### src/hw/rtl/css_pkg.sv
// Shared constants, types and helper functions for the canon score sequencer.
// No dependencies; imported by every module of the block.
package css_pkg;

  // Score and canon geometry
  localparam int SCORE_DEPTH         = 64;
  localparam int SLOTS_PER_MEASURE_P = 8;
  localparam int MEASURE_COUNT       = 8;
  localparam int DEG_PER_MEASURE     = 45;
  localparam int LAG_SECOND          = 16;
  localparam int LAG_THIRD           = 32;
  // 60000 ms per minute, half a beat per note
  localparam int HALF_BEAT_MS        = 30000;
  localparam int TIMEOUT_RST         = 300;

  // Field widths
  localparam int PITCH_W = 7;
  localparam int ANGLE_W = 9;
  localparam int BPM_W   = 9;
  localparam int VOL_W   = 8;
  localparam int FX_W    = 8;
  localparam int TIME_W  = 32;
  localparam int ENTRY_W = 6;
  localparam int DUR_W   = 15;
  localparam int MOUT_W  = 4;
  localparam int LEN_W   = 7;
  localparam int TMO_W   = 16;
  localparam int APB_AW  = 3;
  localparam int APB_DW  = 32;

  // Derived widths
  localparam int ADDR_W  = (SCORE_DEPTH > 1) ? $clog2(SCORE_DEPTH) : 1;
  localparam int IDX_MAX = ((SCORE_DEPTH + LAG_THIRD) > ((MEASURE_COUNT - 1) * SLOTS_PER_MEASURE_P))
                         ? (SCORE_DEPTH + LAG_THIRD)
                         : ((MEASURE_COUNT - 1) * SLOTS_PER_MEASURE_P);
  localparam int IDX_W   = $clog2(IDX_MAX + 1);
  localparam int MEAS_W  = (MEASURE_COUNT > 1) ? $clog2(MEASURE_COUNT) : 1;
  localparam int DIV_STEPS = DUR_W;
  localparam int DCNT_W  = $clog2(DIV_STEPS);

  // Register index decoded from paddr[2]
  localparam logic APB_REG_SCORE_LEN = 1'b0;
  localparam logic APB_REG_TIMEOUT   = 1'b1;

  typedef enum logic [2:0] {
    ST_IDLE,
    ST_DECODE,
    ST_RD_LEAD,
    ST_RD_SECOND,
    ST_RD_THIRD,
    ST_RD_LAST,
    ST_WAIT_DIV,
    ST_EMIT
  } ctrl_state_e;

  typedef enum logic [1:0] {
    KIND_STATUS = 2'd0,
    KIND_SCRUB  = 2'd1,
    KIND_NOTE   = 2'd2,
    KIND_END    = 2'd3
  } kind_e;

  typedef enum logic [1:0] {
    VOICE_LEAD,
    VOICE_SECOND,
    VOICE_THIRD
  } voice_e;

  typedef struct packed {
    logic   capture;
    logic   wr_mem;
    logic   eval;
    voice_e rd_sel;
    logic   cap_lead;
    logic   cap_second;
    logic   cap_third;
    logic   commit;
    logic   load_out;
  } dp_cmd_t;

  typedef struct packed {
    logic is_write;
    logic is_note;
    logic div_done;
    logic out_free;
  } dp_status_t;

  typedef struct packed {
    logic [LEN_W-1:0] score_length;
    logic [TMO_W-1:0] release_timeout_ms;
  } cfg_t;

  // Knob angle to measure: count of measure boundaries passed, capped by construction
  function automatic logic [MEAS_W-1:0] measure_of_angle(input logic [ANGLE_W-1:0] angle);
    logic [MEAS_W-1:0] m;
    m = '0;
    for (int k = 1; k < MEASURE_COUNT; k++) begin
      if (32'(angle) >= k * DEG_PER_MEASURE) m = m + 1'b1;
    end
    return m;
  endfunction

  // Score index to displayed measure, 1-based, capped at MEASURE_COUNT
  function automatic logic [MOUT_W-1:0] measure_of_index(input logic [IDX_W-1:0] idx);
    logic [MOUT_W-1:0] m;
    m = MOUT_W'(1);
    for (int k = 1; k < MEASURE_COUNT; k++) begin
      if (32'(idx) >= k * SLOTS_PER_MEASURE_P) m = m + 1'b1;
    end
    return m;
  endfunction

endpackage

### src/hw/rtl/canon_score_sequencer_with_scrub.sv
// Three-voice canon sequencer with measure scrubbing: top level.
// Holds the APB configuration registers; depends on css_pkg, css_ctrl, css_dp.
//
// Input channel (in_valid_i/in_ready_o): a write beat (req_type_i = 1) stores
// one pitch in the score memory and produces no result; an update beat
// (req_type_i = 0) produces exactly one result beat on the output channel
// (out_valid_o/out_ready_i): status, scrub rest, note triple or end all-off.
// Items are processed one at a time. A note update waits for the 15-step
// restoring divider that forms 30000/bpm (the three voice reads run alongside
// it on the single score memory read port).
// The output register lets a new beat be accepted while a result waits; a
// stalled receiver stalls the next result hand-off and new beats with it.
// Reset clears the sequencer state, sets score_length to 0 and the release
// timeout to 300 ms. Score memory contents are undefined until written.
// Registers: 0x0 score_length, 0x4 release_timeout_ms; write only when idle.
module canon_score_sequencer_with_scrub (
  input  logic                        clk_i,
  input  logic                        rst_ni,
  input  logic                        in_valid_i,
  output logic                        in_ready_o,
  input  logic                        req_type_i,
  input  logic [css_pkg::ANGLE_W-1:0] angle_i,
  input  logic [css_pkg::BPM_W-1:0]   bpm_i,
  input  logic [css_pkg::VOL_W-1:0]   volume_i,
  input  logic [css_pkg::FX_W-1:0]    effects_i,
  input  logic [css_pkg::TIME_W-1:0]  current_time_i,
  input  logic                        playing_in_i,
  input  logic [css_pkg::ENTRY_W-1:0] entry_index_i,
  input  logic [css_pkg::PITCH_W-1:0] entry_pitch_i,
  output logic                        out_valid_o,
  input  logic                        out_ready_i,
  output logic [1:0]                  kind_o,
  output logic [css_pkg::PITCH_W-1:0] pitch_lead_o,
  output logic [css_pkg::PITCH_W-1:0] pitch_second_o,
  output logic [css_pkg::PITCH_W-1:0] pitch_third_o,
  output logic [css_pkg::VOL_W-1:0]   out_volume_o,
  output logic [css_pkg::FX_W-1:0]    out_effects_o,
  output logic [css_pkg::DUR_W-1:0]   duration_ms_o,
  output logic [css_pkg::MOUT_W-1:0]  measure_o,
  output logic                        playing_out_o,
  input  logic                        psel,
  input  logic                        penable,
  input  logic                        pwrite,
  input  logic [css_pkg::APB_AW-1:0]  paddr,
  input  logic [css_pkg::APB_DW-1:0]  pwdata,
  output logic [css_pkg::APB_DW-1:0]  prdata,
  output logic                        pready
);
  import css_pkg::*;

  logic [LEN_W-1:0] score_length_q;
  logic [TMO_W-1:0] timeout_q;
  logic             apb_wr;
  cfg_t             cfg;
  dp_cmd_t          cmd;
  dp_status_t       st;

  assign pready = 1'b1;
  assign apb_wr = psel && penable && pwrite && pready;

  always_ff @(posedge clk_i or negedge rst_ni) begin
    if (!rst_ni) begin
      score_length_q <= '0;
      timeout_q      <= TMO_W'(TIMEOUT_RST);
    end else if (apb_wr) begin
      case (paddr[2])
        APB_REG_SCORE_LEN: score_length_q <= pwdata[LEN_W-1:0];
        APB_REG_TIMEOUT:   timeout_q      <= pwdata[TMO_W-1:0];
        default: ;
      endcase
    end
  end

  always_comb begin
    case (paddr[2])
      APB_REG_SCORE_LEN: prdata = APB_DW'(score_length_q);
      APB_REG_TIMEOUT:   prdata = APB_DW'(timeout_q);
      default:           prdata = '0;
    endcase
  end

  assign cfg.score_length       = score_length_q;
  assign cfg.release_timeout_ms = timeout_q;

  css_ctrl u_ctrl (
    .clk_i      (clk_i),
    .rst_ni     (rst_ni),
    .in_valid_i (in_valid_i),
    .in_ready_o (in_ready_o),
    .st_i       (st),
    .cmd_o      (cmd)
  );

  css_dp u_dp (
    .clk_i          (clk_i),
    .rst_ni         (rst_ni),
    .req_type_i     (req_type_i),
    .angle_i        (angle_i),
    .bpm_i          (bpm_i),
    .volume_i       (volume_i),
    .effects_i      (effects_i),
    .current_time_i (current_time_i),
    .playing_in_i   (playing_in_i),
    .entry_index_i  (entry_index_i),
    .entry_pitch_i  (entry_pitch_i),
    .cfg_i          (cfg),
    .cmd_i          (cmd),
    .st_o           (st),
    .out_ready_i    (out_ready_i),
    .out_valid_o    (out_valid_o),
    .kind_o         (kind_o),
    .pitch_lead_o   (pitch_lead_o),
    .pitch_second_o (pitch_second_o),
    .pitch_third_o  (pitch_third_o),
    .out_volume_o   (out_volume_o),
    .out_effects_o  (out_effects_o),
    .duration_ms_o  (duration_ms_o),
    .measure_o      (measure_o),
    .playing_out_o  (playing_out_o)
  );

endmodule

### src/hw/rtl/css_div.sv
// Restoring divider: HALF_BEAT_MS / divisor, one quotient bit per cycle.
// Depends on css_pkg.
module css_div (
  input  logic                     clk_i,
  input  logic                     rst_ni,
  input  logic                     start_i,
  input  logic [css_pkg::BPM_W-1:0] divisor_i,
  output logic                     done_o,
  output logic [css_pkg::DUR_W-1:0] quot_o
);
  import css_pkg::*;

  logic              busy_q;
  logic [DCNT_W-1:0] cnt_q;
  logic [BPM_W-1:0]  rem_q, rem_d;
  logic [BPM_W-1:0]  dsr_q;
  logic [DUR_W-1:0]  dvd_q;
  logic [DUR_W-1:0]  quo_q;
  logic              zero_q;
  logic [BPM_W:0]    trial;
  logic              ge;

  assign trial = {rem_q, dvd_q[DUR_W-1]};
  assign ge    = trial >= {1'b0, dsr_q};
  // remainder stays below the divisor, so BPM_W bits suffice
  assign rem_d = ge ? BPM_W'(trial - {1'b0, dsr_q}) : trial[BPM_W-1:0];

  always_ff @(posedge clk_i or negedge rst_ni) begin
    if (!rst_ni) begin
      busy_q <= 1'b0;
      cnt_q  <= '0;
    end else if (start_i) begin
      busy_q <= 1'b1;
      cnt_q  <= DCNT_W'(DIV_STEPS - 1);
    end else if (busy_q) begin
      if (cnt_q == '0) begin
        busy_q <= 1'b0;
      end else begin
        cnt_q <= cnt_q - 1'b1;
      end
    end
  end

  always_ff @(posedge clk_i) begin
    if (start_i) begin
      rem_q  <= '0;
      dsr_q  <= divisor_i;
      dvd_q  <= DUR_W'(HALF_BEAT_MS);
      zero_q <= (divisor_i == '0);
    end else if (busy_q) begin
      rem_q <= rem_d;
      dvd_q <= {dvd_q[DUR_W-2:0], 1'b0};
      quo_q <= {quo_q[DUR_W-2:0], ge};
    end
  end

  assign done_o = !busy_q;
  // zero tempo saturates
  assign quot_o = zero_q ? DUR_W'(HALF_BEAT_MS) : quo_q;

endmodule

### src/hw/rtl/css_dp.sv
// Datapath: input capture, sequencer state, score memory, divider and output register.
// Depends on css_pkg and css_div.
module css_dp (
  input  logic                        clk_i,
  input  logic                        rst_ni,
  input  logic                        req_type_i,
  input  logic [css_pkg::ANGLE_W-1:0] angle_i,
  input  logic [css_pkg::BPM_W-1:0]   bpm_i,
  input  logic [css_pkg::VOL_W-1:0]   volume_i,
  input  logic [css_pkg::FX_W-1:0]    effects_i,
  input  logic [css_pkg::TIME_W-1:0]  current_time_i,
  input  logic                        playing_in_i,
  input  logic [css_pkg::ENTRY_W-1:0] entry_index_i,
  input  logic [css_pkg::PITCH_W-1:0] entry_pitch_i,
  input  css_pkg::cfg_t               cfg_i,
  input  css_pkg::dp_cmd_t            cmd_i,
  output css_pkg::dp_status_t         st_o,
  input  logic                        out_ready_i,
  output logic                        out_valid_o,
  output logic [1:0]                  kind_o,
  output logic [css_pkg::PITCH_W-1:0] pitch_lead_o,
  output logic [css_pkg::PITCH_W-1:0] pitch_second_o,
  output logic [css_pkg::PITCH_W-1:0] pitch_third_o,
  output logic [css_pkg::VOL_W-1:0]   out_volume_o,
  output logic [css_pkg::FX_W-1:0]    out_effects_o,
  output logic [css_pkg::DUR_W-1:0]   duration_ms_o,
  output logic [css_pkg::MOUT_W-1:0]  measure_o,
  output logic                        playing_out_o
);
  import css_pkg::*;

  // captured beat
  logic                req_q;
  logic [ANGLE_W-1:0]  angle_q;
  logic [BPM_W-1:0]    bpm_q;
  logic [VOL_W-1:0]    vol_q;
  logic [FX_W-1:0]     fx_q;
  logic [TIME_W-1:0]   now_q;
  logic                play_in_q;
  logic [ENTRY_W-1:0]  ent_idx_q;
  logic [PITCH_W-1:0]  ent_pitch_q;

  // sequencer state
  logic [IDX_W-1:0]    idx_q;
  logic [TIME_W-1:0]   nnt_q;
  logic [MEAS_W-1:0]   lm_q;
  logic                mk_q;
  logic [TIME_W-1:0]   lmt_q;
  logic                op_q;
  logic                was_q;

  // per-item results
  kind_e               kind_q, kind_n;
  logic                play_q;
  logic [2:0]          vok_q;
  logic [PITCH_W-1:0]  lead_q, second_q, third_q;

  // output register
  logic                out_valid_q;
  kind_e               okind_q;
  logic [PITCH_W-1:0]  olead_q, osecond_q, othird_q;
  logic [VOL_W-1:0]    ovol_q;
  logic [FX_W-1:0]     ofx_q;
  logic [DUR_W-1:0]    odur_q;
  logic [MOUT_W-1:0]   omeas_q;
  logic                oplay_q;

  // memory
  logic [PITCH_W-1:0]  score_mem_q [SCORE_DEPTH];
  logic [PITCH_W-1:0]  rd_data_q;
  logic [ADDR_W-1:0]   rd_addr;
  logic [ADDR_W-1:0]   wr_addr;
  logic                wr_ok;

  // update evaluation
  logic [IDX_W-1:0]    eff_len;
  logic [MEAS_W-1:0]   cur;
  logic                rise;
  logic [MEAS_W-1:0]   lm_base;
  logic [IDX_W-1:0]    idx_a, idx_b;
  logic [TIME_W-1:0]   nnt_a, nnt_b;
  logic                op_a, op_b, op_c;
  logic                scrub, rel, fire, in_score, note, fin;
  logic                ok_lead, ok_second, ok_third;

  logic                div_done;
  logic [DUR_W-1:0]    quot;

  css_div u_div (
    .clk_i     (clk_i),
    .rst_ni    (rst_ni),
    .start_i   (cmd_i.eval),
    .divisor_i (bpm_q),
    .done_o    (div_done),
    .quot_o    (quot)
  );

  assign eff_len = (32'(cfg_i.score_length) > SCORE_DEPTH) ? IDX_W'(SCORE_DEPTH)
                                                           : IDX_W'(cfg_i.score_length);

  always_comb begin
    cur     = measure_of_angle(angle_q);
    rise    = play_in_q & ~was_q;
    lm_base = (rise | ~mk_q) ? cur : lm_q;
    idx_a   = rise ? '0 : idx_q;
    nnt_a   = rise ? now_q : nnt_q;
    op_a    = rise ? 1'b0 : op_q;
    scrub   = (cur != lm_base);
    idx_b   = scrub ? IDX_W'(32'(cur) * SLOTS_PER_MEASURE_P) : idx_a;
    op_b    = scrub | op_a;
    // a scrub in this update leaves a zero elapsed time, so no release
    rel     = op_b & ~scrub & ((now_q - lmt_q) > TIME_W'(cfg_i.release_timeout_ms));
    op_c    = op_b & ~rel;
    nnt_b   = rel ? now_q : nnt_a;
    fire    = play_in_q & ~op_c & (now_q >= nnt_b);
    in_score = (IDX_W+1)'(idx_b) < ((IDX_W+1)'(eff_len) + (IDX_W+1)'(LAG_THIRD));
    note    = fire & in_score;
    fin     = fire & ~in_score;
    ok_lead   = idx_b < eff_len;
    ok_second = (32'(idx_b) >= LAG_SECOND) && ((idx_b - IDX_W'(LAG_SECOND)) < eff_len);
    ok_third  = (32'(idx_b) >= LAG_THIRD) && ((idx_b - IDX_W'(LAG_THIRD)) < eff_len);
    if (fin) begin
      kind_n = KIND_END;
    end else if (note) begin
      kind_n = KIND_NOTE;
    end else if (scrub) begin
      kind_n = KIND_SCRUB;
    end else begin
      kind_n = KIND_STATUS;
    end
  end

  always_comb begin
    case (cmd_i.rd_sel)
      VOICE_LEAD:   rd_addr = ADDR_W'(idx_q);
      VOICE_SECOND: rd_addr = ADDR_W'(idx_q - IDX_W'(LAG_SECOND));
      VOICE_THIRD:  rd_addr = ADDR_W'(idx_q - IDX_W'(LAG_THIRD));
      default:      rd_addr = ADDR_W'(idx_q);
    endcase
  end

  assign wr_addr = ADDR_W'(ent_idx_q);
  assign wr_ok   = 32'(ent_idx_q) < SCORE_DEPTH;

  always_ff @(posedge clk_i) begin
    if (cmd_i.wr_mem && wr_ok) begin
      score_mem_q[wr_addr] <= ent_pitch_q;
    end
    rd_data_q <= score_mem_q[rd_addr];
  end

  always_ff @(posedge clk_i) begin
    if (cmd_i.capture) begin
      req_q       <= req_type_i;
      angle_q     <= angle_i;
      bpm_q       <= bpm_i;
      vol_q       <= volume_i;
      fx_q        <= effects_i;
      now_q       <= current_time_i;
      play_in_q   <= playing_in_i;
      ent_idx_q   <= entry_index_i;
      ent_pitch_q <= entry_pitch_i;
    end
    if (cmd_i.eval) begin
      kind_q <= kind_n;
      play_q <= play_in_q & ~fin;
      vok_q  <= {ok_third, ok_second, ok_lead};
    end
    if (cmd_i.cap_lead)   lead_q   <= vok_q[0] ? rd_data_q : '0;
    if (cmd_i.cap_second) second_q <= vok_q[1] ? rd_data_q : '0;
    if (cmd_i.cap_third)  third_q  <= vok_q[2] ? rd_data_q : '0;
  end

  always_ff @(posedge clk_i or negedge rst_ni) begin
    if (!rst_ni) begin
      idx_q <= '0;
      nnt_q <= '0;
      lm_q  <= '0;
      mk_q  <= 1'b0;
      lmt_q <= '0;
      op_q  <= 1'b0;
      was_q <= 1'b0;
    end else if (cmd_i.eval) begin
      was_q <= play_in_q;
      mk_q  <= 1'b1;
      lm_q  <= cur;
      if (scrub) lmt_q <= now_q;
      op_q  <= op_c;
      nnt_q <= nnt_b;
      idx_q <= fin ? '0 : idx_b;
    end else if (cmd_i.commit) begin
      idx_q <= idx_q + 1'b1;
      nnt_q <= nnt_q + TIME_W'(quot);
    end
  end

  always_ff @(posedge clk_i or negedge rst_ni) begin
    if (!rst_ni) begin
      out_valid_q <= 1'b0;
    end else if (cmd_i.load_out) begin
      out_valid_q <= 1'b1;
    end else if (out_ready_i) begin
      out_valid_q <= 1'b0;
    end
  end

  always_ff @(posedge clk_i) begin
    if (cmd_i.load_out) begin
      okind_q <= kind_q;
      omeas_q <= measure_of_index(idx_q);
      oplay_q <= play_q;
      if (kind_q == KIND_NOTE) begin
        olead_q   <= lead_q;
        osecond_q <= second_q;
        othird_q  <= third_q;
        ovol_q    <= vol_q;
        ofx_q     <= fx_q;
        odur_q    <= quot;
      end else begin
        olead_q   <= '0;
        osecond_q <= '0;
        othird_q  <= '0;
        ovol_q    <= '0;
        ofx_q     <= '0;
        odur_q    <= '0;
      end
    end
  end

  assign st_o.is_write = req_q;
  assign st_o.is_note  = note;
  assign st_o.div_done = div_done;
  assign st_o.out_free = !out_valid_q || out_ready_i;

  assign out_valid_o    = out_valid_q;
  assign kind_o         = okind_q;
  assign pitch_lead_o   = olead_q;
  assign pitch_second_o = osecond_q;
  assign pitch_third_o  = othird_q;
  assign out_volume_o   = ovol_q;
  assign out_effects_o  = ofx_q;
  assign duration_ms_o  = odur_q;
  assign measure_o      = omeas_q;
  assign playing_out_o  = oplay_q;

endmodule

### src/hw/rtl/css_ctrl.sv
// Controller state machine: sequences capture, evaluation, voice reads,
// divider wait and result hand-off. Depends on css_pkg.
module css_ctrl (
  input  logic                clk_i,
  input  logic                rst_ni,
  input  logic                in_valid_i,
  output logic                in_ready_o,
  input  css_pkg::dp_status_t st_i,
  output css_pkg::dp_cmd_t    cmd_o
);
  import css_pkg::*;

  ctrl_state_e state_q, state_d;

  always_ff @(posedge clk_i or negedge rst_ni) begin
    if (!rst_ni) begin
      state_q <= ST_IDLE;
    end else begin
      state_q <= state_d;
    end
  end

  always_comb begin
    state_d    = state_q;
    cmd_o      = '0;
    cmd_o.rd_sel = VOICE_LEAD;
    in_ready_o = 1'b0;
    case (state_q)
      ST_IDLE: begin
        in_ready_o = 1'b1;
        if (in_valid_i) begin
          cmd_o.capture = 1'b1;
          state_d       = ST_DECODE;
        end
      end
      ST_DECODE: begin
        if (st_i.is_write) begin
          cmd_o.wr_mem = 1'b1;
          state_d      = ST_IDLE;
        end else begin
          cmd_o.eval = 1'b1;
          state_d    = st_i.is_note ? ST_RD_LEAD : ST_EMIT;
        end
      end
      ST_RD_LEAD: begin
        cmd_o.rd_sel = VOICE_LEAD;
        state_d      = ST_RD_SECOND;
      end
      ST_RD_SECOND: begin
        cmd_o.rd_sel   = VOICE_SECOND;
        cmd_o.cap_lead = 1'b1;
        state_d        = ST_RD_THIRD;
      end
      ST_RD_THIRD: begin
        cmd_o.rd_sel     = VOICE_THIRD;
        cmd_o.cap_second = 1'b1;
        state_d          = ST_RD_LAST;
      end
      ST_RD_LAST: begin
        cmd_o.cap_third = 1'b1;
        state_d         = ST_WAIT_DIV;
      end
      ST_WAIT_DIV: begin
        if (st_i.div_done) begin
          cmd_o.commit = 1'b1;
          state_d      = ST_EMIT;
        end
      end
      ST_EMIT: begin
        if (st_i.out_free) begin
          cmd_o.load_out = 1'b1;
          state_d        = ST_IDLE;
        end
      end
      default: begin
        state_d = ST_IDLE;
      end
    endcase
  end

  a_load_needs_room: assert property (@(posedge clk_i) disable iff (!rst_ni)
    cmd_o.load_out |-> st_i.out_free)
    else $error("result loaded over an untaken beat");

  a_accept_decodes: assert property (@(posedge clk_i) disable iff (!rst_ni)
    (in_valid_i && in_ready_o) |=> (state_q == ST_DECODE))
    else $error("accepted beat not decoded");

  a_div_holds: assert property (@(posedge clk_i) disable iff (!rst_ni)
    (state_q == ST_WAIT_DIV && !st_i.div_done) |=> (state_q == ST_WAIT_DIV))
    else $error("left divider wait early");

  a_commit_then_emit: assert property (@(posedge clk_i) disable iff (!rst_ni)
    cmd_o.commit |=> (state_q == ST_EMIT))
    else $error("note commit not followed by emit");

endmodule

### config.mk
export PLATFORM = sky130hd
export DESIGN_NAME = canon_score_sequencer_with_scrub
export DESIGN_NICKNAME = d
export VERILOG_FILES = /design/src/hw/rtl/css_pkg.sv /design/src/hw/rtl/canon_score_sequencer_with_scrub.sv /design/src/hw/rtl/css_div.sv /design/src/hw/rtl/css_dp.sv /design/src/hw/rtl/css_ctrl.sv
export SDC_FILE = /design/constraint.sdc
export NUM_CORES = 1
export LEC_CHECK = 0
export BUFFER_PORTS_ARGS = -buffer_cell sky130_fd_sc_hd__buf_4
export CORE_MARGIN = 5
export CORE_UTILIZATION = 60
export DETAILED_ROUTE_END_ITERATION = 10
export PLACE_DENSITY_LB_ADDON = 0.2
export SETUP_SLACK_MARGIN = 0.05
export SKIP_LAST_GASP = 1
export SYNTH_ARGS = -nofsm -noshare
export SYNTH_HDL_FRONTEND = slang
export SYNTH_SLANG_ARGS = --single-unit
### constraint.sdc
create_clock -name clk_i -period 10 [get_ports clk_i]
set_input_delay 1.5 -clock clk_i [delete_from_list [all_inputs] [get_ports clk_i]]
set_output_delay 1.5 -clock clk_i [all_outputs]
set_load 0.01 [all_outputs]
## Word level (Yosys, flattened, before mapping)

Memory sizes are Yosys's and may differ from the RTL's. A register that Yosys moved wholly into a read port is not among the register bits.
Cells that the tools add are included.

- Add/subtract/negate cells: 22
- Magnitude comparators: 24
- Equality and inequality tests: 15
- Multiplexer cells: 68
- Bitwise operators: 20
- Reduce and logical (&&, ||, !) cells: 19

Operators with widths:

| kind | number |
|---|---|
| 2-to-1 mux 32 bit | 4 |
| one-hot mux 32 bit (2 select lines) | 1 |
| 2-to-1 mux 4 bit | 15 |
| 2-to-1 mux 7 bit | 6 |
| 2-to-1 mux 3 bit | 12 |
| >= comparator 7 x 6 -> 1 bit, second input constant | 5 |
| adder 32 x 15 -> 32 bit | 1 |
| >= comparator 32 bit | 1 |
| greater-than comparator 32 x 16 -> 1 bit | 1 |
| subtractor 32 bit | 1 |
| >= comparator 9 x 8 -> 1 bit, second input constant | 3 |
| adder 4 x 1 -> 4 bit, second input constant | 6 |
| one-hot mux 3 bit (8 select lines) | 1 |
| 2-to-1 mux 1 bit | 23 |
| >= comparator 7 x 5 -> 1 bit, second input constant | 3 |
| less-than comparator 7 bit | 3 |
| >= comparator 9 bit, second input constant | 2 |
| adder 3 x 1 -> 3 bit, second input constant | 5 |
| 2-to-1 mux 15 bit | 1 |
| == test 3 bit, second input constant | 4 |
| one-hot mux 6 bit (2 select lines) | 1 |
| >= comparator 10 x 9 -> 1 bit | 1 |
| AND reduction 2 bit | 5 |
| AND 1 bit | 9 |
| other kinds (34) | 54 |

- Register bits after elaboration: 321
- Memory bits (writable): 448
- Input bits: 123
- Logic and storage cells: 212
- Memories: 1

Memories:

| name | words | bits a word | read ports | clocked after Yosys merged registers in | wr ports | RTL line | text |
|---|---|---|---|---|---|---|---|
| u_dp.score_mem_q | 64 | 7 | 1 | 1 | 1 | css_dp.sv:69 | `logic [PITCH_W-1:0] score_mem_q [SCORE_DEPTH];` |

## Depth between registers and ports, before layout

- Depth in word-level cells: 28
- Mapped depth: 41

## By module

From an unflattened synthesis, not the netlist that was laid out.

- Cell total of the unflattened synthesis: 2,431
- Area, all modules: 36,107.1 µm²

Modules (own cells, without submodules):

| module | times used | cells each | area each (µm²) |
|---|---|---|---|
| css_dp | 1 | 2,104 | 32,321.0 |
| css_div | 1 | 208 | 2,332.2 |
| canon_score_sequencer_with_scrub | 1 | 86 | 1,214.9 |
| css_ctrl | 1 | 33 | 239.0 |

## Least setup slack after synthesis

OpenSTA, ideal clock, no wires.

- Path type: register to register
- From: register u_dp.angle_q[3]
- To: register u_ctrl.state_q[2]
- Setup time: 0.105 ns
- Arrival time: 7.111 ns
- Data required time: 9.895 ns
- Slack: 2.784 ns
- Cell stages (with the launch flop): 35
- Buffers on the path: 2
- Period minus slack after synthesis: 7.216 ns
- Path through: edfxtp_1 -> buf_2 -> or4_1 -> o21ai_0 -> and2_1 -> nand2_1 -> o21ai_0 -> ha_1 -> o311ai_0 -> nand2_1 -> ha_1 -> mux2i_1 -> xnor2_1 -> o21ai_0 -> ha_1 -> mux2_2 -> a21oi_1 -> xnor3_2 -> xnor2_2 -> o21ai_4 -> a21oi_2 -> nor2_4 -> buf_2 -> mux2i_1 -> ha_1 -> a21o_1 -> a21oi_1 -> o211ai_1 -> a2111oi_0 -> o21ai_0 -> a211o_1 -> o211ai_1 -> nor3_1 -> or3b_1 -> a31oi_1

- Longest elaborated chain between the ends: 28
- Elaborated cells between the ends (all ways): 39
- Those cells by class: add/sub (6); order compare (9); eq/ne (1); mux (13); bitwise (10)

RTL lines:

| item | RTL line | text |
|---|---|---|
| start: declaration | css_dp.sv:34 | `logic [ANGLE_W-1:0] angle_q;` |
| start signal: assignment | css_dp.sv:155 | `angle_q <= angle_i;` |
| >= comparator 9 x 6 -> 1 bit | css_pkg.sv:98 | `if (32'(angle) >= k * DEG_PER_MEASURE) m = m + 1'b1;` |
| 2-to-1 mux 1 bit | css_pkg.sv:98 |  |
| adder 1 x 1 -> 2 bit | css_pkg.sv:98 |  |
| 2-to-1 mux 3 bit | css_pkg.sv:98 |  |
| adder 3 x 1 -> 3 bit | css_pkg.sv:98 |  |
| 2-to-1 mux 3 bit | css_pkg.sv:98 |  |
| adder 3 x 1 -> 3 bit | css_pkg.sv:98 |  |
| 2-to-1 mux 3 bit | css_pkg.sv:98 |  |
| (+3 left out) | - |  |
| 2-to-1 mux 3 bit | css_pkg.sv:98 |  |
| adder 3 x 1 -> 3 bit | css_pkg.sv:98 |  |
| 2-to-1 mux 3 bit (*) | css_pkg.sv:98 |  |
| branches (longest 10 deep; another with >= comparator 32 bit) | - |  |
| AND 1 bit (*) | css_dp.sv:117 | `note = fire & in_score;` |
| 2-to-1 mux 3 bit (*) | css_ctrl.sv:42 | `state_d = st_i.is_note ? ST_RD_LEAD : ST_EMIT;` |
| 2-to-1 mux 3 bit (*) | css_ctrl.sv:37 | `if (st_i.is_write) begin` |
| one-hot mux 3 bit (8 select lines) (*) | css_ctrl.sv:28 | `case (state_q)` |
| end signal: assignment | css_ctrl.sv:19 | `state_q <= state_d;` |
| end: declaration | css_ctrl.sv:13 | `ctrl_state_e state_q, state_d;` |

Every way passes the cells marked *.
A chain may end at the register's enable or synchronous reset.

## Worst setup path in the final report

- From: register u_dp.angle_q[8]
- To: register u_dp.idx_q[0]

- Longest elaborated chain between the ends: 27
- Elaborated cells between the ends (all ways): 39
- Those cells by class: add/sub (6); order compare (9); eq/ne (1); mux (12); bitwise (11)

RTL lines:

| item | RTL line | text |
|---|---|---|
| >= comparator 9 x 6 -> 1 bit | css_pkg.sv:98 |  |
| 2-to-1 mux 1 bit | css_pkg.sv:98 |  |
| adder 1 x 1 -> 2 bit | css_pkg.sv:98 |  |
| 2-to-1 mux 3 bit | css_pkg.sv:98 |  |
| adder 3 x 1 -> 3 bit | css_pkg.sv:98 |  |
| 2-to-1 mux 3 bit | css_pkg.sv:98 |  |
| adder 3 x 1 -> 3 bit | css_pkg.sv:98 |  |
| 2-to-1 mux 3 bit | css_pkg.sv:98 |  |
| adder 3 x 1 -> 3 bit | css_pkg.sv:98 |  |
| 2-to-1 mux 3 bit | css_pkg.sv:98 |  |
| adder 3 x 1 -> 3 bit | css_pkg.sv:98 |  |
| 2-to-1 mux 3 bit | css_pkg.sv:98 |  |
| adder 3 x 1 -> 3 bit | css_pkg.sv:98 |  |
| 2-to-1 mux 3 bit (*) | css_pkg.sv:98 |  |
| branches (longest 11 deep; another with >= comparator 32 bit) | - |  |
| 2-to-1 mux 7 bit (*) | css_dp.sv:190 | `idx_q <= fin ? '0 : idx_b;` |
| 2-to-1 mux 7 bit (*) | css_dp.sv:183 | `end else if (cmd_i.eval) begin` |
| end signal: assignment | css_dp.sv:190 |  |
| end signal: assignment | css_dp.sv:192 | `idx_q <= idx_q + 1'b1;` |
| end: declaration | css_dp.sv:44 | `logic [IDX_W-1:0] idx_q;` |

Marks and branches as above.

==> metrics <==
status finished clean; die width 254 microns; Setup-failing EPs final 0; final std cells w/o fill 3442; Syn Inst Count 2417; CP delay by family, top compound AO/OA/AOI/OAI gates; routed wire length 80200 microns; Placed Instances ~3300; period utilization 89.9%; YS warnings 0; asr flop ratio synth 14.0%; Unique masters post-synth a little over 90; Clock transition at path regs 0.06 ns; layout cells sized above 1 20.8%; vias per cell 6.15; most numerous cell in the Yosys netlist edfxtp_1; grt total ovfl 0; Synth Flop Type edfxtp_1; H-tree levels 3; antenna violations before repair 1; I/O pin count 217; skew final 0.0235 ns; Power Density 272 mW/mm^2; total placed instance area roughly 0.038 sq mm; Pre-antenna DRT Iters 5; area grow syn2layout 12.8%; Arr. time, crit path 9.53 ns; fmax roughly 110 MHz; dpl hpwl 52700 microns; largest net degree at the start of global routing 71; Rows 89; Starting Density a little over 60%; die area 0.0644 sq mm; largest buffer count on any clock path 3; Post-CTS Hold Fix Bufs 0; first-pass GRT wire length around 120000 microns; chip height 254 microns; sequential share of the synthesized area a little over three fifths; share of the synthesized area in the top cell type 53.9%; Port Buffers 181; Max VDD drop 209 uV; Tightest Hold Check Type flop to flop; Fillers 3947; Mapped Area 0.0356 sq mm; CP Class flop to flop; final net count 2875; Max-slew headroom roughly 17%; Mapped Avg Cell Area about 15 sq um; Final Slew Violations 0; Crit. End Element flop; worst skew pair latency 0.64 ns; number of synthesized flops with an enable pin 640; register area 0.0225 sq mm; crit path time final 8.99 ns; slowest cell delay on critical path 0.62 ns; vias in the first global route about 21000; Antenna Violating Nets Remaining 0; Max Fanout on Critical Path 20; Core Region 0.0589 sq mm; CTS resizes 0; Max-cap violations 0; Least-Margin Pin Slew 1.23 ns; Design Area, Final 0.0402 sq mm; worst path bufs/invs 2; CTS tree yes; postcts setup bufs 0; Avg WL per Cell 23.3 microns; area taken by multi-input logic gates 0.0123 sq mm; Commonest cells post-synth edfxtp_1, nor2_1, nand2_1; clk sinks around 780; Final Wtd Congestion 0.915; total track usage 24.8%; Worst Setup Start Kind flop; ranking of synthesized cells by area edfxtp_1, mux4_2, dfrtp_1; DR iter-0 viols roughly 1900; Vias 21200; WP data required 10.53 ns; Worst R2R Start u_dp.angle_q[8]; Root Driver clkbuf_16; Seq cells post-synth 776; critical path's slowest cell nor2_4; RSZ-0062 raised after global routing no; drt drc 0; leak pwr 14.6 nW; crit path launch u_dp.angle_q[8]; final hold vios 0; hold_sp u_dp.play_q; setup total negative slack 0 ns; Most Frequent Cell on Critical Path ha_1; CTS Buf Count 79; Synth area leader edfxtp_1
layout make-up:
class | instances | share of cell area [%]
sequential | 776 | 56.0
clock buffer | 94 | 5.14
inverter | 113 | 1.06
tap | 773 | 2.41
antenna | 1 | 0.00623
multi-input combinational | 1435 | 30.6
timing repair buffer | 205 | 3.83
clock inverter | 45 | 0.984
through the flow:
step | util (%) | setup slack [ns] | total power [W] | hold slack (ns)
global placement | 64.0 | 1.41 | 0.00801 | 0.422
global route | 68.2 | 0.308 | 0.0115 | 0.439
detailed placement | 64.0 | 1.14 | 0.00816 | 0.413
CTS | 68.2 | 1.05 | 0.0110 | 0.427
floorplan | - | 2.78 | 0.00705 | 0.400
finish | 68.2 | 1.01 | 0.0109 | 0.426
power breakdown:
group | internal [W] | switching, W | total, W
sequential | 0.00397 | 0.000321 | 0.00429
combinational | 0.00175 | 0.00208 | 0.00383
clock | 0.00157 | 0.00124 | 0.00281
total | 0.00728 | 0.00364 | 0.0109
final timing paths:
| kind | slack [ns] | end | depth (start not counted) |
|---|---|---|---|
| setup / recovery | 1.01 | u_dp.idx_q[0] | 34 |
| hold / removal | 0.43 | u_dp.playing_out_o | 0 |
| setup reg to reg | 1.01 | u_dp.idx_q[0] | 34 |
| hold reg to reg | 0.43 | u_dp.playing_out_o | 0 |
| max in group asynchronous | 7.70 | u_dp.idx_q[0] | 2 |
| min in group asynchronous | 0.86 | u_dp.lmt_q[11] | 1 |
cells by family (layout without fill, tap and decap cells):
group | count (synthesis) | after routing | synth area share (%)
and+or+nand+nor | 617 | 617 | 8.79
buffers and inverters | 221 | 457 | 2.60
xor gates and xnor gates | 64 | 64 | 1.70
AOI/OAI and AO/OA | 362 | 362 | 6.86
muxes | 233 | 233 | 11.8
other | 2 | 18 | 0.0211
DFF | 776 | 776 | 63.1
adders and majority gates | 142 | 142 | 5.07
layout by cell type (no fill, tap or decap), types with 13 or more instances in the layout:
cell type / instances
clkinv_1: 18
o211ai_1: 19
mux4_2: 147
dfrtp_1: 102
clkbuf_16: 80
and2_1: 90
nor3_1: 31
xnor2_1: 33
clkbuf_1: 13
dfxtp_1: 27
mux2i_1: 51
or2_2: 14
nor2b_1: 26
conb_1: 17
inv_1: 112
ha_1: 138
xor2_1: 27
and3_1: 17
o21ai_0: 93
nor2_1: 153
nand2b_1: 21
nand4_1: 27
a21oi_1: 69
edfxtp_1: 640
mux2_2: 35
nand3_1: 28
nand2_1: 152
a31oi_1: 18
buf_4: 205
a211oi_1: 16
a21o_1: 39
registers in the layout (all words and copies together) (netlist names), 8 cells and up:
register            cells
u_dp.u_div.rem_q        9
u_dp.u_div.quo_q       15
u_dp.fx_q               8
u_dp.nnt_q             32
u_dp.duration_ms_o     15
u_dp.score_mem_q      448
u_dp.bpm_q              9
u_dp.out_effects_o      8
u_dp.u_div.dsr_q        9
u_dp.u_div.dvd_q       11
u_dp.vol_q              8
u_dp.angle_q            9
u_dp.lmt_q             32
u_dp.out_volume_o       8
u_dp.now_q             32
timeout_q              16
routing by layer:
| layer | GRT usage, % | share of wire, % |
|---|---|---|
| met1 | 33.0 | 39 |
| met2 | 42.9 | 52 |
| met3 | 4.00 | 6.0 |
| met4 | 7.27 | 3.0 |
| met5 | 0 | 0 |
worst register-to-register path, delay by kind of cell, from the launching register on:
kind	cells	cell delay (ns)
AO/OA/AOI/OAI	14	3.01
XOR/XNOR	4	0.92
adder cells (fa/ha/maj)	5	1.37
buffers and inverters	2	0.49
flip-flops	1	0.60
multiplexers	3	0.78
AND/OR/NAND/NOR	6	1.71
Power figures use the tool's default switching activity.
